==> config.mk <==
export PLATFORM = sky130hd
export DESIGN_NAME = tga_rle_decode
export DESIGN_NICKNAME = d
export VERILOG_FILES = /design/src/hdl/tga_rle_pkg.sv /design/src/hdl/tga_rle_decode.sv
export SDC_FILE = /design/constraint.sdc
export NUM_CORES = 1
export LEC_CHECK = 0
export BUFFER_PORTS_ARGS = -buffer_cell sky130_fd_sc_hd__buf_4
export CORE_MARGIN = 2
export CORE_UTILIZATION = 55
export CTS_BUF_LIST = sky130_fd_sc_hd__clkbuf_16
export DETAILED_ROUTE_END_ITERATION = 6
export MAX_ROUTING_LAYER = met4
export PLACE_DENSITY = 0.83
export SLEW_MARGIN = 40
export SYNTH_ARGS = -nofsm -noshare
export SYNTH_HDL_FRONTEND = slang
export SYNTH_SLANG_ARGS = --single-unit
==> constraint.sdc <==
create_clock -name clk_i -period 25.7 [get_ports clk_i]
set_input_delay 7.71 -clock clk_i [delete_from_list [all_inputs] [get_ports clk_i]]
set_output_delay 7.71 -clock clk_i [all_outputs]
set_load 0.1 [all_outputs]
==> src/hdl/tga_rle_pkg.sv <==
// Shared types, codes and pixel conversion helpers for the TGA RLE scanline decoder.
`timescale 1ns / 1ps

package tga_rle_pkg;

  // Request kinds on the input stream.
  typedef enum logic [1:0] {
    OP_BYTE      = 2'd0,
    OP_PAL_WRITE = 2'd1,
    OP_START     = 2'd2,
    OP_NONE      = 2'd3
  } op_e;

  // Pixel formats; codes above FMT_PALETTE decode as palette index too.
  typedef enum logic [2:0] {
    FMT_RGB555  = 3'd0,
    FMT_RGB24   = 3'd1,
    FMT_BGRA32  = 3'd2,
    FMT_GREY    = 3'd3,
    FMT_PALETTE = 3'd4
  } fmt_e;

  // Configuration register indexes.
  typedef enum logic [2:0] {
    CFG_PIXEL_FORMAT    = 3'd0,
    CFG_COMPRESSED      = 3'd1,
    CFG_ROW_WIDTH       = 3'd2,
    CFG_FIRST_COLOR     = 3'd3,
    CFG_PALETTE_ENTRIES = 3'd4
  } cfg_idx_e;

  localparam int unsigned CFG_DATA_W = 16;
  localparam logic [16:0] FULL_ROW   = 17'h10000;
  localparam int unsigned HDR_RUN_BIT = 7;

  typedef struct packed {
    logic [2:0]  pixel_format;
    logic        compressed;
    logic [15:0] row_width;
    logic [15:0] first_color;
    logic [8:0]  palette_entries;
  } cfg_t;

  // One result as it leaves the decode stage.
  typedef struct packed {
    logic        valid;
    logic [31:0] pixel;
    logic [7:0]  repeat_res;
    logic        row_end;
    logic        error;
    logic        pal_sel;   // pixel comes from the palette read
    logic        pal_hit;   // palette index inside the valid range
  } res_t;

  typedef struct packed {
    logic        wr_en;
    logic [7:0]  wr_addr;
    logic [31:0] wr_data;
    logic        rd_en;
    logic [7:0]  rd_addr;
  } pal_req_t;

  // floor(c * 255 / 31) for a 5-bit channel
  localparam logic [7:0] WIDEN5 [32] = '{
    8'd0,   8'd8,   8'd16,  8'd24,  8'd32,  8'd41,  8'd49,  8'd57,
    8'd65,  8'd74,  8'd82,  8'd90,  8'd98,  8'd106, 8'd115, 8'd123,
    8'd131, 8'd139, 8'd148, 8'd156, 8'd164, 8'd172, 8'd180, 8'd189,
    8'd197, 8'd205, 8'd213, 8'd222, 8'd230, 8'd238, 8'd246, 8'd255
  };

  // Direct-color conversion; palette formats are resolved elsewhere.
  function automatic logic [31:0] cvt_pixel(input logic [2:0] fmt, input logic [23:0] acc,
                                            input logic [7:0] last);
    logic [15:0] v;
    logic [31:0] p;
    v = {last, acc[7:0]};
    case (fmt)
      FMT_RGB555: p = {8'hff, WIDEN5[v[4:0]], WIDEN5[v[9:5]], WIDEN5[v[14:10]]};
      FMT_RGB24:  p = {8'hff, acc[7:0], acc[15:8], last};
      FMT_BGRA32: p = {last, acc[7:0], acc[15:8], acc[23:16]};
      FMT_GREY:   p = {8'hff, last, last, last};
      default:    p = '0;
    endcase
    return p;
  endfunction

  // Bytes per pixel for a format code.
  function automatic logic [2:0] pixel_bytes(input logic [2:0] fmt);
    logic [2:0] n;
    case (fmt)
      FMT_RGB555: n = 3'd2;
      FMT_RGB24:  n = 3'd3;
      FMT_BGRA32: n = 3'd4;
      default:    n = 3'd1;
    endcase
    return n;
  endfunction

endpackage

==> src/hdl/tga_rle_decode.sv <==
// Packet parser, pixel assembly and column tracking, one request per cycle when fired.
`timescale 1ns / 1ps

module tga_rle_decode #(
  parameter int unsigned PALETTE_DEPTH = 256
) (
  input  logic                  clk_i,
  input  logic                  rst_ni,
  input  logic                  fire_i,
  input  tga_rle_pkg::cfg_t     cfg_i,
  input  logic [1:0]            op_i,
  input  logic [7:0]            data_byte_i,
  input  logic [7:0]            pal_index_i,
  input  logic [31:0]           pal_color_i,
  output tga_rle_pkg::res_t     res_o,
  output tga_rle_pkg::pal_req_t pal_req_o
);
  import tga_rle_pkg::*;

  localparam logic [8:0] DEPTH_W = 9'(PALETTE_DEPTH);

  logic [23:0] acc_q, acc_d;
  logic [1:0]  bip_q, bip_d;
  logic        exp_hdr_q, exp_hdr_d;
  logic [7:0]  pkt_rem_q, pkt_rem_d;
  logic        pkt_run_q, pkt_run_d;
  logic [7:0]  run_len_q, run_len_d;
  logic [15:0] col_q, col_d;
  logic        err_q, err_d;

  logic [16:0] eff_width;
  logic [7:0]  hdr_count;
  logic [16:0] hdr_sum;
  logic [7:0]  emit_count;
  logic [16:0] emit_sum;
  logic        emit_end;
  logic [15:0] pal_diff;
  logic        pal_hit;
  logic        pal_fmt;
  logic [2:0]  bip_inc;

  assign eff_width = (cfg_i.row_width == '0) ? FULL_ROW : {1'b0, cfg_i.row_width};
  assign hdr_count = {1'b0, data_byte_i[6:0]} + 8'd1;
  assign hdr_sum   = {1'b0, col_q} + {9'd0, hdr_count};
  assign bip_inc   = {1'b0, bip_q} + 3'd1;

  // Palette index is only meaningful when byte >= first_color, then it fits in 8 bits.
  assign pal_diff = {8'd0, data_byte_i} - cfg_i.first_color;
  assign pal_hit  = ({8'd0, data_byte_i} >= cfg_i.first_color)
                 && ({1'b0, pal_diff[7:0]} < cfg_i.palette_entries)
                 && ({1'b0, pal_diff[7:0]} < DEPTH_W);
  assign pal_fmt  = (cfg_i.pixel_format >= FMT_PALETTE);

  assign emit_count = !cfg_i.compressed ? 8'd1 : (pkt_run_q ? run_len_q : 8'd1);
  assign emit_sum   = {1'b0, col_q} + {9'd0, emit_count};
  assign emit_end   = (emit_sum >= eff_width);

  always_comb begin
    acc_d     = acc_q;
    bip_d     = bip_q;
    exp_hdr_d = exp_hdr_q;
    pkt_rem_d = pkt_rem_q;
    pkt_run_d = pkt_run_q;
    run_len_d = run_len_q;
    col_d     = col_q;
    err_d     = err_q;
    res_o     = '0;

    pal_req_o.wr_en   = 1'b0;
    pal_req_o.wr_addr = pal_index_i;
    pal_req_o.wr_data = pal_color_i;
    pal_req_o.rd_en   = fire_i;
    pal_req_o.rd_addr = pal_diff[7:0];

    case (op_i)
      OP_PAL_WRITE: begin
        pal_req_o.wr_en = fire_i && ({1'b0, pal_index_i} < DEPTH_W);
      end
      OP_START: begin
        acc_d     = '0;
        bip_d     = '0;
        exp_hdr_d = 1'b1;
        pkt_rem_d = '0;
        pkt_run_d = 1'b0;
        run_len_d = '0;
        col_d     = '0;
        err_d     = 1'b0;
      end
      OP_BYTE: begin
        if (!err_q) begin
          if (cfg_i.compressed && exp_hdr_q) begin
            if (hdr_sum > eff_width) begin
              // overrun: drop the packet, flag it once
              err_d       = 1'b1;
              res_o.valid = 1'b1;
              res_o.error = 1'b1;
            end else begin
              exp_hdr_d = 1'b0;
              bip_d     = '0;
              acc_d     = '0;
              if (data_byte_i[HDR_RUN_BIT]) begin
                pkt_run_d = 1'b1;
                run_len_d = hdr_count;
                pkt_rem_d = 8'd1;
              end else begin
                pkt_run_d = 1'b0;
                run_len_d = '0;
                pkt_rem_d = hdr_count;
              end
            end
          end else if (bip_inc < pixel_bytes(cfg_i.pixel_format)) begin
            case (bip_q)
              2'd0:    acc_d = acc_q | {16'd0, data_byte_i};
              2'd1:    acc_d = acc_q | {8'd0, data_byte_i, 8'd0};
              2'd2:    acc_d = acc_q | {data_byte_i, 16'd0};
              default: acc_d = acc_q;
            endcase
            bip_d = bip_inc[1:0];
          end else begin
            acc_d = '0;
            bip_d = '0;
            res_o.valid      = 1'b1;
            res_o.pixel      = cvt_pixel(cfg_i.pixel_format, acc_q, data_byte_i);
            res_o.repeat_res = emit_count;
            res_o.row_end    = emit_end;
            res_o.pal_sel    = pal_fmt;
            res_o.pal_hit    = pal_hit;
            col_d = emit_end ? '0 : emit_sum[15:0];
            if (cfg_i.compressed) begin
              if (pkt_run_q) begin
                pkt_run_d = 1'b0;
                run_len_d = '0;
                pkt_rem_d = '0;
                exp_hdr_d = 1'b1;
              end else begin
                pkt_rem_d = (pkt_rem_q != '0) ? pkt_rem_q - 8'd1 : '0;
                if (pkt_rem_d == '0) begin
                  exp_hdr_d = 1'b1;
                end
              end
            end
          end
        end
      end
      default: ;
    endcase
  end

  always_ff @(posedge clk_i or negedge rst_ni) begin
    if (!rst_ni) begin
      acc_q     <= '0;
      bip_q     <= '0;
      exp_hdr_q <= 1'b1;
      pkt_rem_q <= '0;
      pkt_run_q <= 1'b0;
      run_len_q <= '0;
      col_q     <= '0;
      err_q     <= 1'b0;
    end else if (fire_i) begin
      acc_q     <= acc_d;
      bip_q     <= bip_d;
      exp_hdr_q <= exp_hdr_d;
      pkt_rem_q <= pkt_rem_d;
      pkt_run_q <= pkt_run_d;
      run_len_q <= run_len_d;
      col_q     <= col_d;
      err_q     <= err_d;
    end
  end

endmodule

=== Word level (Yosys, flattened, before mapping) ===
Memories as Yosys holds them, arrays and structs flattened.
Cells that the tools add are included.

* Bits in registers: 61
* Latch bits: 0
* Memory bits (writable): 0
* Memory bits (read-only): 768
* Bits of input ports: 98
* Output and inout bits: 95
* Memories: 3

* $add $sub $neg: 6
* Multiply operators: 0
* Divide/modulo/power cells: 0
* $lt $le $gt $ge: 9
* Equality and inequality tests: 16
* Shift operators: 0
* Mux-type cells: 74
* Bitwise logic cells: 6
* Reductions and logical operators: 16

{| class="wikitable"
|+ Memory list
! name !! depth !! bits a word !! read ports !! clocked after memory_dff !! write ports !! RTL line !! text
|-
| (no name shown) || 32 || 8 || 1 || 0 || 0 || tga_rle_pkg.sv:78 || <nowiki>FMT_RGB555: p = {8'hff, WIDEN5[v[4:0]], WIDEN5[v[9:5]], WIDEN5[v[14:10]]};</nowiki>
|-
| (no name shown) || 32 || 8 || 1 || 0 || 0 || tga_rle_pkg.sv:78 ||
|-
| (no name shown) || 32 || 8 || 1 || 0 || 0 || tga_rle_pkg.sv:78 ||
|}

{| class="wikitable"
|+ Operators with widths
! cell !! count
|-
| two-way mux 8 bit || 23
|-
| one-hot mux 32 bit (4 select lines) || 1
|-
| two-way mux 24 bit || 4
|-
| two-way mux 45 bit || 2
|-
| one-hot mux 24 bit (3 select lines) || 1
|-
| two-way mux 16 bit || 4
|-
| one-hot mux 24 bit (2 select lines) || 1
|-
| two-way mux 42 bit || 1
|-
| two-way mux 41 bit || 1
|-
| adder 16 x 8 -> 17 bit || 2
|-
| one-hot mux 16 bit (2 select lines) || 1
|-
| one-hot mux 8 bit (2 select lines) || 2
|-
| OR 24 x 16 -> 24 bit || 1
|-
| OR 24 bit || 1
|-
| OR 24 x 8 -> 24 bit || 1
|-
| >= comparator 6 bit, second input constant || 3
|-
| two-way mux 1 bit || 18
|-
| inverter 5 -> 6 bit || 3
|-
| >= comparator 17 bit || 1
|-
| greater-than comparator 17 bit || 1
|-
| two-way mux 17 bit || 1
|-
| >= comparator 8 x 16 -> 1 bit || 1
|-
| logical NOT 16 bit || 1
|-
| AND reduction 7 bit || 2
|-
| other kinds (30) || 50
|}

=== Longest topological paths before layout ===
Gate-level depths: netlist of run 1.

* Word-level depth: 10
* Gate-level depth with buffers: 20
* Depth with buffers taken out: 18

=== Worst setup path before layout of run 1 ===
No wires, ideal clock.

* Path type: input port to output port
* Start: in data_byte_i[0]
* End: out res_o[44] (netlist bit)
* Arrival: 13.701 ns
* Required time: 17.990 ns
* Setup slack: 4.289 ns
* Stages on the path: 18
* Path through: clkbuf_1 -> inv_1 -> ha_1 -> fa_1 -> a21o_1 -> a21oi_1 -> o21ai_0 -> o31ai_1 -> nor3_1 -> xor2_1 -> ha_1 -> nand4_1 -> nor4_1 -> a211o_1 -> o21a_1 -> buf_2 -> nor2_1 -> a211oi_1

{| class="wikitable"
|+ RTL lines
! item !! RTL line !! text
|-
| start: declaration || tga_rle_decode.sv:12 || <nowiki>input logic [7:0] data_byte_i,</nowiki>
|-
| end: declaration || tga_rle_decode.sv:15 || <nowiki>output tga_rle_pkg::res_t res_o,</nowiki>
|}

==> results of run 1 <==
-- state kept, by name, summed over array words and instances (netlist names) --
name,count
acc_q,24
bip_q,2
pkt_run_q,1
run_len_q,8
err_q,1
exp_hdr_q,1
pkt_rem_q,8
col_q,16
-- final cells by class --
cell class	count	area, µm²	share of cell area, %
Clock buffer	9	225	2.79
Clock inverter	7	76.3	0.944
Inverter	80	300	3.71
Multi-Input combinational cell	685	4840	59.9
Sequential cell	61	1530	18.9
Tap cell	172	215	2.66
Timing Repair Buffer	119	897	11.1
-- stage by stage --
stage / area [µm²] / hold WS (ns) / utilization, %
2_1_floorplan: 7150 / 0.464 / -
3_3_place_gp: 7770 / 0.482 / 61.3
3_5_place_dp: 7780 / 0.494 / 61.4
4_1_cts: 8080 / 0.513 / 63.8
5_1_grt: 8080 / 0.538 / 63.8
6_report: 8080 / 0.510 / 63.8
-- cell families (layout without fill, tap and decap cells) --
logic type,count (synthesis),after routing,synth area share [%]
simple gates,273,273,18.5
fa+ha+maj,78,78,14.0
xor+xnor,35,35,4.28
buf+inv,169,215,11.1
flops,61,61,21.4
compound gates,272,272,26.8
mux,27,27,3.97
-- cell usage in the layout (no fill, tap or decap), types with 7 or more instances in the layout --
| cell type | netlist | routed |
|---|---|---|
| a22o_1 | 10 | 10 |
| or3_1 | 8 | 8 |
| buf_4 | 41 | 118 |
| ha_1 | 75 | 75 |
| mux2_2 | 11 | 11 |
| nor2b_1 | 10 | 10 |
| a21o_1 | 10 | 10 |
| a21oi_1 | 47 | 47 |
| nand4_1 | 13 | 13 |
| a21boi_0 | 16 | 16 |
| and3_1 | 13 | 13 |
| mux2i_1 | 16 | 16 |
| dfrtp_1 | 60 | 60 |
| xnor2_1 | 18 | 18 |
| o211ai_1 | 14 | 14 |
| o21ai_0 | 47 | 47 |
| nand2_1 | 59 | 59 |
| nand2b_1 | 9 | 9 |
| inv_1 | 80 | 80 |
| nor4_1 | 9 | 9 |
| a31oi_1 | 8 | 8 |
| a211oi_1 | 44 | 44 |
| nor3_1 | 15 | 15 |
| a21boi_1 | 9 | 9 |
| xor2_1 | 17 | 17 |
| o2111ai_1 | 9 | 9 |
| clkbuf_16 | 0 | 9 |
| nand3_1 | 12 | 12 |
| and2_1 | 13 | 13 |
| o21a_1 | 10 | 10 |
| a211o_1 | 7 | 7 |
| nor2_1 | 96 | 96 |
-- layer usage --
layer	vias to the layer above	global-route usage, %	part of all wire, %
li1	3344	-	-
met1	3245	36.3	42
met2	269	46.7	47
met3	72	5.52	6.2
met4	0	14.6	4.3
met5	-	-	0
-- power by group through the flow --
stage                     clock network (mW)  registers, mW  logic [mW]
after floorplan                            0          0.114       0.140
after global placement                     0          0.118       0.145
after detailed placement                   0          0.118       0.146
after CTS                              0.124          0.116       0.147
after global routing                   0.128          0.118       0.162
final                                  0.122          0.116       0.148
-- worst max-delay path, stage by stage --
cell      delay (ns)
buf_4           0.16
inv_1           0.17
ha_1            0.27
fa_1            0.40
a21o_1          0.20
a21oi_1         0.22
o21ai_0         0.20
o31ai_1         0.64
nor3_1          0.16
xor2_1          0.18
ha_1            0.30
nand4_1         0.15
nor4_1          0.38
a211o_1         0.20
o21a_1          0.48
nor2_1          0.09
a211oi_1        0.33
buf_4           0.36
-- worst min-delay path by stage --
stage	slack (ns)	to	depth (start not counted)	startpoint
after floorplan	0.46	acc_q[23]$_DFFE_PN0P_	1	acc_q[23]$_DFFE_PN0P_
after global placement	0.48	acc_q[23]$_DFFE_PN0P_	1	acc_q[23]$_DFFE_PN0P_
after detailed placement	0.49	acc_q[16]$_DFFE_PN0P_	1	acc_q[16]$_DFFE_PN0P_
after CTS	0.51	acc_q[16]$_DFFE_PN0P_	1	acc_q[16]$_DFFE_PN0P_
after global routing	0.54	acc_q[23]$_DFFE_PN0P_	1	acc_q[23]$_DFFE_PN0P_
final	0.51	acc_q[16]$_DFFE_PN0P_	1	acc_q[16]$_DFFE_PN0P_
==> impl_metrics.csv, run 1 <==
group,metric,value,unit
cells_and_area,syn_to_final_growth,13.0,%
route,drt-initial-drc-count,509,
cells_and_area,nFillCells,1083,
route,drc,0,
clock_network,ctsResizeCount,0,
power_and_ir_drop,powerDensity,47.9,mW/mm²
synth,yosysSeqAreaShare,21.4,%
worst_setup_path,cp.arrival,12.60,ns
timing,fmax,0.0492,GHz
synth,synth_cells,915,
global_routing,grt.overflow.total,0,
placed_design,placed_cells,1117,
clock_network,cts_setup_buffers,0,
clock_network,cts_made_buffers,9,
power_and_ir_drop,clock_power_share,31.6,%
floorplanning,die_h,118,µm
timing,post-route-period-util,79.0,%
route,via_per_inst,6.12,
global_routing,grt_start_max_net_pins,62,
worst_setup_path,rrSetupSlack,20.72,ns
clock_network,htreeDepth,3,
global_routing,grt_first_pass_wirelength,32600,µm
worst_setup_path,crit_type,"in2out",
synth,synthArstFlopShare,100,%
timing,setup_viol,0,
synth,yosys_most_used_dff,"dfrtp_1",
power_and_ir_drop,p_leak,3.97,nW
worst_setup_path,path_max_fanout,13,
route,wire_per_inst,17.5,µm
global_routing,grt_pass1_vias,6708,
worst_setup_path,ff2ff_path_depth,15,
synth,ys_ff_latch,61,
cells_and_area,insertedDiodeCount,0,
cells_and_area,stdcell_count,1133,
power_and_ir_drop,total_power,387,µW
synth,synth.net_count,1091,
synth,syn_avg_cell_area,7.82,µm²
power_and_ir_drop,pwr-share-seq,30.1,%
clock_network,clock-sinks,61,
timing,clock_skew,0.00595,ns
synth,synth_common_cells,"96 x nor2_1, 80 x inv_1, 75 x ha_1, 60 x dfrtp_1, 59 x nand2_1",
route,finalWirelength,19800,µm
synth,synth_top_cell_area_share,21.0,%
power_and_ir_drop,p_sw,155,µW
global_routing,track_usage,29.5,%
placed_design,port_buffers,112,
global_routing,antenna_found_initial,0,
placed_design,preCtsSetupSlack,5.43,ns
clock_network,path_clk_slew,0.05,ns
floorplanning,start_util,56.5,%
worst_setup_path,critPathLaunchType,"primary input",
floorplanning,die_area,0.0139,mm²
placed_design,gp_congestion,0.943,
power_and_ir_drop,ir_drop,0.0000369,V
timing,slew_headroom,44.5,%
synth,yosys.cell_count.top_type,"nor2_1",
outcome,status,"completed",
route,first_pass_iters,5,
worst_setup_path,critical_path_required,17.99,ns
worst_setup_path,rr_endpoint,"run_len_q[4]$_DFFE_PN0P_",
floorplanning,core,0.0127,mm²
timing,finalSetupTns,0,ns
power_and_ir_drop,combinationalPowerShare,38.3,%
worst_setup_path,worstSetupEndpointType,"output port",
route,drt.antenna.violating_nets,0,
worst_setup_path,worstSetupStartpoint,"data_byte_i[0]",
timing,min_period,20.31,ns
synth,synth_top_area_cell,"dfrtp_1",
synth,synth.distinct_cells,64,
floorplanning,io_pins,193,
timing,setup_ws,5.39,ns
timing,rsz0062_at_grt,"false",
floorplanning,die_x,118,µm
power_and_ir_drop,p_int,232,µW
clock_network,hold_buffers,0,
power_and_ir_drop,swShare,40.2,%
synth,synth.area.top_cells,"dfrtp_1 21%, ha_1 13%, nor2_1 5.0%, a211oi_1 4.6%, buf_4 4.3%",
placed_design,dp_hpwl,14800,µm
timing,finalHoldViolCount,0,
floorplanning,placementRows,41,
synth,synth_area,0.00715,mm²
worst_setup_path,r2r-start,"col_q[0]$_DFFE_PN0P_",
route,num_vias,6930,
timing,worstMarginPinSlew,0.829,ns
cells_and_area,drive_gt1_share,17.0,%
clock_network,cts-root-buf,"clkbuf_16",
min_path,hold_path.class,"reg2reg",
clock_network,clk_path_buf_depth,2,
timing,drv_slew,0,
synth,synth_warnings,0,
synth,synth-edff-count,0,
flow_run,max_cap_violations,0,
clock_network,clk_latency,0.35,ns
cells_and_area,nets,1132,
clock_network,cts_tree,"built",
worst_setup_path,endpoint,"res_o[44]",
(Power assumes the default switching activity.)
==> inputs of run 2 (changes only) <==
- CORE_UTILIZATION: 55 -> 49
- PLACE_DENSITY: 0.83 -> 0.78
- clock period: 25.7 -> 16.98 ns (I/O delays scaled with it)
==> impl_metrics.csv, run 2 (synthesized netlist as in run 1, its figures left out) <==
group,metric,value,unit
outcome,status,"completed",
floorplanning,io_pins,193,
route,num_vias,6904,
cells_and_area,postLayoutCoreUtil,56.3,%
route,wire_per_inst,17.3,µm
clock_network,cts-root-buf,"clkbuf_16",
cells_and_area,multi_input_area,0.00484,mm²
route,first_pass_iters,5,
flow_run,max_cap_violations,0,
worst_setup_path,path_max_fanout,13,
min_path,hold_path.class,"reg2reg",
route,via_per_inst,6.03,
global_routing,grt_first_pass_wirelength,32300,µm
timing,min_period,15.21,ns
timing,post-route-period-util,89.6,%
power_and_ir_drop,p_int,378,µW
global_routing,grt.overflow.total,0,
clock_network,path_clk_slew,0.06,ns
floorplanning,placementRows,44,
clock_network,clk_path_buf_depth,2,
clock_network,cts_made_buffers,9,
global_routing,grt_start_max_net_pins,62,
clock_network,cts_setup_buffers,0,
clock_network,hold_buffers,0,
cells_and_area,nets,1132,
route,drc,0,
cells_and_area,syn_to_final_growth,13.5,%
floorplanning,start_util,49.6,%
clock_network,ctsResizeCount,0,
placed_design,dp_hpwl,14600,µm
cells_and_area,layout_commonest_cell,"buf_4",
clock_network,cts_tree,"built",
floorplanning,core,0.0144,mm²
power_and_ir_drop,clock_power_share,34.5,%
power_and_ir_drop,swShare,38.1,%
timing,finalHoldViolCount,0,
route,drt-initial-drc-count,396,
worst_setup_path,r2r-start,"col_q[0]$_DFFE_PN0P_",
clock_network,htreeDepth,3,
global_routing,track_usage,25.8,%
worst_setup_path,rrSetupSlack,11.90,ns
clock_network,clk_latency,0.34,ns
timing,slew_headroom,46.9,%
power_and_ir_drop,powerDensity,75.1,mW/mm²
timing,drv_slew,0,
cells_and_area,insertedDiodeCount,0,
worst_setup_path,cp.arrival,10.12,ns
power_and_ir_drop,p_sw,232,µW
cells_and_area,drive_gt1_share,16.8,%
min_path,hold_end,"acc_q[22]$_DFFE_PN0P_",
clock_network,clock-sinks,61,
floorplanning,die_x,125,µm
cells_and_area,largest_reg_flops,24,
power_and_ir_drop,pwr-share-seq,28.9,%
worst_setup_path,critical_path_required,11.89,ns
cells_and_area,nFillCells,1339,
min_path,hp-start,"acc_q[22]$_DFFE_PN0P_",
timing,rsz0062_at_grt,"false",
cells_and_area,reg_top3,"acc_q x24, col_q x16",
timing,setup_viol,0,
cells_and_area,mostFrequentLayoutCells,"118 x buf_4, 96 x nor2_1, 80 x inv_1, 75 x ha_1, 60 x dfrtp_1",
cells_and_area,regArea,0.00153,mm²
power_and_ir_drop,combinationalPowerShare,36.6,%
global_routing,antenna_found_initial,0,
timing,worstMarginPinSlew,0.792,ns
worst_setup_path,critPathLaunchType,"primary input",
timing,clock_skew,0.00563,ns
worst_setup_path,rr_endpoint,"pkt_rem_q[7]$_DFFE_PN0P_",
worst_setup_path,worstSetupEndpointType,"output port",
timing,fmax,0.0657,GHz
worst_setup_path,crit_type,"in2out",
placed_design,gp_congestion,0.931,
floorplanning,die_h,125,µm
global_routing,grt_pass1_vias,6652,
floorplanning,die_area,0.0156,mm²
cells_and_area,top_register,"acc_q",
min_path,hold_path_depth,2,
timing,finalSetupTns,0,ns
power_and_ir_drop,ir_drop,0.0000538,V
worst_setup_path,ff2ff_path_depth,15,
placed_design,port_buffers,112,
route,drt.antenna.violating_nets,0,
route,finalWirelength,19800,µm
power_and_ir_drop,p_leak,3.99,nW
-- run 2: area by class of cell --
cell class	instances	area share, %
Multi-Input combinational cell	685	59.6
Sequential cell	61	18.8
Clock buffer	9	2.77
Inverter	80	3.70
Timing Repair Buffer	119	11.0
Clock inverter	6	1.26
Tap cell	184	2.83
-- run 2: worst max-delay path, cell delays in order --
cell and delay, ns:
buf_4 0.17, inv_1 0.19, ha_1 0.29, fa_1 0.42, a21o_1 0.20, a21oi_1 0.23, o21ai_0 0.22, o31ai_1 0.64
nor3_1 0.16, xor2_1 0.18, ha_1 0.30, nand4_1 0.15, nor4_1 0.39, a211o_1 0.20, o21a_1 0.49, nor2_1 0.08
a211oi_1 0.35, buf_4 0.36
-- run 2: worst max-delay path by stage --
| stage | cells after the start | startpoint | slack [ns] | to |
|---|---|---|---|---|
| 3_5_place_dp | 18 | data_byte_i[0] | 1.83 | res_o[44] |
| 3_3_place_gp | 18 | data_byte_i[0] | 1.98 | res_o[44] |
| 5_1_grt | 18 | data_byte_i[0] | 1.41 | res_o[44] |
| 2_1_floorplan | 18 | data_byte_i[0] | 0.80 | res_o[44] |
| 4_1_cts | 18 | data_byte_i[0] | 1.81 | res_o[44] |
| 6_report | 18 | data_byte_i[0] | 1.77 | res_o[44] |
-- run 2: stage by stage --
step / instances / worst slack [ns] / cell area, µm² / hold WS, ns / power, mW
CTS: 1144 / 1.81 / 8120 / 0.517 / 0.610
detailed placement: 1129 / 1.83 / 7790 / 0.496 / 0.399
global placement: 1129 / 1.98 / 7790 / 0.483 / 0.395
finish: 1144 / 1.77 / 8120 / 0.513 / 0.610
floorplan: 915 / 0.801 / 7150 / 0.464 / 0.385
global route: 1144 / 1.41 / 8120 / 0.529 / 0.642
-- run 2: power by group through the flow --
stage | clock network [mW] | logic [mW] | registers (mW)
2_1_floorplan | 0 | 0.212 | 0.173
3_3_place_gp | 0 | 0.217 | 0.178
3_5_place_dp | 0 | 0.221 | 0.178
4_1_cts | 0.212 | 0.222 | 0.176
5_1_grt | 0.219 | 0.244 | 0.179
6_report | 0.210 | 0.223 | 0.176
-- run 2: routing by layer --
metal | vias to the layer above | global-route usage (%) | wire length [µm]
met1 | 3263 | 31.8 | 8640
met4 | 0 | 8.43 | 452
met5 | - | - | 0
met3 | 43 | 5.46 | 1240
li1 | 3342 | - | -
met2 | 256 | 42.2 | 9440
==> inputs of run 3 (changes only) <==
- PLACE_DENSITY: 0.78 -> 0.81
- RECOVER_POWER: default -> 25
==> impl_metrics.csv, run 3 (synthesized netlist as in run 1, its figures left out) <==
group,metric,value,unit
timing,setup_viol,0,
global_routing,grt_start_max_net_pins,62,
worst_setup_path,critical_path_required,11.89,ns
placed_design,preCtsSetupSlack,1.93,ns
placed_design,post_dp_cell_area,0.00779,mm²
power_and_ir_drop,total_power,579,µW
clock_network,htreeDepth,3,
timing,setup_ws,1.85,ns
timing,worstMarginPinSlew,3.47,ns
floorplanning,die_x,125,µm
route,finalWirelength,19700,µm
timing,finalSetupTns,0,ns
route,drt.antenna.violating_nets,0,
clock_network,clk_path_buf_depth,2,
route,via_per_inst,6.08,
global_routing,grt.overflow.total,0,
floorplanning,placementRows,44,
cells_and_area,mostFrequentLayoutCells,"117 x buf_4, 96 x nor2_1, 80 x inv_1, 75 x ha_1, 60 x dfrtp_1",
power_and_ir_drop,powerDensity,71.8,mW/mm²
global_routing,antenna_found_initial,0,
worst_setup_path,cp_num_buf_inv,3,
floorplanning,start_util,49.6,%
placed_design,gp_congestion,0.948,
clock_network,ctsResizeCount,0,
worst_setup_path,worstSetupEndpointType,"output port",
route,wire_per_inst,17.2,µm
worst_setup_path,critPathLaunchType,"primary input",
worst_setup_path,crit_type,"in2out",
timing,fmax,0.0661,GHz
timing,slew_headroom,-131,%
clock_network,cts_tree,"built",
clock_network,path_clk_slew,0.06,ns
clock_network,cts_made_buffers,9,
cells_and_area,top_register,"acc_q",
clock_network,hold_buffers,0,
cells_and_area,stdcell_area,0.00807,mm²
timing,clock_skew,0.00775,ns
cells_and_area,insertedDiodeCount,0,
global_routing,grt_pass1_vias,6690,
cells_and_area,postLayoutCoreUtil,55.9,%
cells_and_area,nets,1131,
power_and_ir_drop,p_leak,3.95,nW
cells_and_area,largest_reg_flops,24,
timing,rsz0062_at_grt,"false",
placed_design,placed_cells,1128,
timing,drv_slew,62,
clock_network,cts-root-buf,"clkbuf_16",
clock_network,clk_latency,0.35,ns
route,num_vias,6948,
floorplanning,die_h,125,µm
worst_setup_path,path_max_fanout,13,
cells_and_area,drive_gt1_share,16.6,%
worst_setup_path,cp_top_family,"compound AO/OA/AOI/OAI gates",
placed_design,dp_hpwl,14600,µm
worst_setup_path,cp.arrival,10.04,ns
timing,min_period,15.13,ns
route,first_pass_iters,5,
power_and_ir_drop,ir_drop,0.0000463,V
worst_setup_path,crit_chain,"buf_4 -> inv_1 -> ha_1 -> fa_1 -> a21o_1 -> a21oi_1 -> o21ai_0 -> o31ai_1 -> nor3_1 -> xor2_1 -> ha_1 -> nand4_1 -> nor4_1 -> a211o_1 -> o21a_1 -> nor2_1 -> a211oi_1 -> buf_4",
timing,finalHoldViolCount,0,
route,drt-initial-drc-count,372,
timing,post-route-period-util,89.1,%
worst_setup_path,critPathMaxStageDelay,0.63,ns
outcome,violations,"capacitance limit, slew limit",
floorplanning,die_area,0.0156,mm²
worst_setup_path,crit_slowest_cell,"o31ai_1",
timing,whs,0.503,ns
clock_network,clock-sinks,61,
route,drc,0,
clock_network,cts_setup_buffers,0,
floorplanning,io_pins,193,
cells_and_area,reg_top3,"acc_q x24, col_q x16",
floorplanning,core,0.0144,mm²
flow_run,max_cap_violations,1,
placed_design,port_buffers,112,
global_routing,grt_first_pass_wirelength,32700,µm
min_path,hold_path.class,"reg2reg",
cells_and_area,nFillCells,1370,
outcome,status,"complete, but fails checks",
cells_and_area,syn_to_final_growth,12.7,%
cells_and_area,layout_commonest_cell,"buf_4",
cells_and_area,stdcell_count,1143,
global_routing,track_usage,26.4,%
[run 3: routing by layer]
layer / share of wire, % / track usage [%] / wire [µm] / vias to the layer above
met5: 0 / - / 0 / -
met4: 2.8 / 9.02 / 548 / 0
met3: 8.0 / 5.84 / 1560 / 46
met2: 46 / 41.7 / 9150 / 330
met1: 43 / 33.6 / 8410 / 3240
li1: - / - / - / 3332
[run 3: area by class of cell]
type / instances / area [µm²] / share of cell area, %
clock inverters: 6 / 55.1 / 0.683
repair buffers: 118 / 882 / 10.9
multi-input cells: 685 / 4840 / 60.1
flip-flops and latches: 61 / 1530 / 18.9
clock buffers: 9 / 225 / 2.79
inverters: 80 / 300 / 3.72
well taps: 184 / 230 / 2.85
[run 3: final timing paths]
kind	depth (start not counted)	slack, ns	startpoint	to
setup / recovery	18	1.85	data_byte_i[0]	res_o[44]
hold / removal	1	0.50	run_len_q[0]$_DFFE_PN0P_	run_len_q[0]$_DFFE_PN0P_
setup reg to reg	15	11.95	col_q[0]$_DFFE_PN0P_	pkt_rem_q[7]$_DFFE_PN0P_
hold reg to reg	1	0.50	run_len_q[0]$_DFFE_PN0P_	run_len_q[0]$_DFFE_PN0P_
max in group asynchronous	1	9.10	rst_ni	pkt_rem_q[1]$_DFFE_PN0P_
min in group asynchronous	1	5.91	rst_ni	col_q[0]$_DFFE_PN0P_
[run 3: where the power goes]
group | switching, mW | internal, mW
Clock | 0.0683 | 0.111
Combinational | 0.147 | 0.0764
Sequential | 0.0162 | 0.160
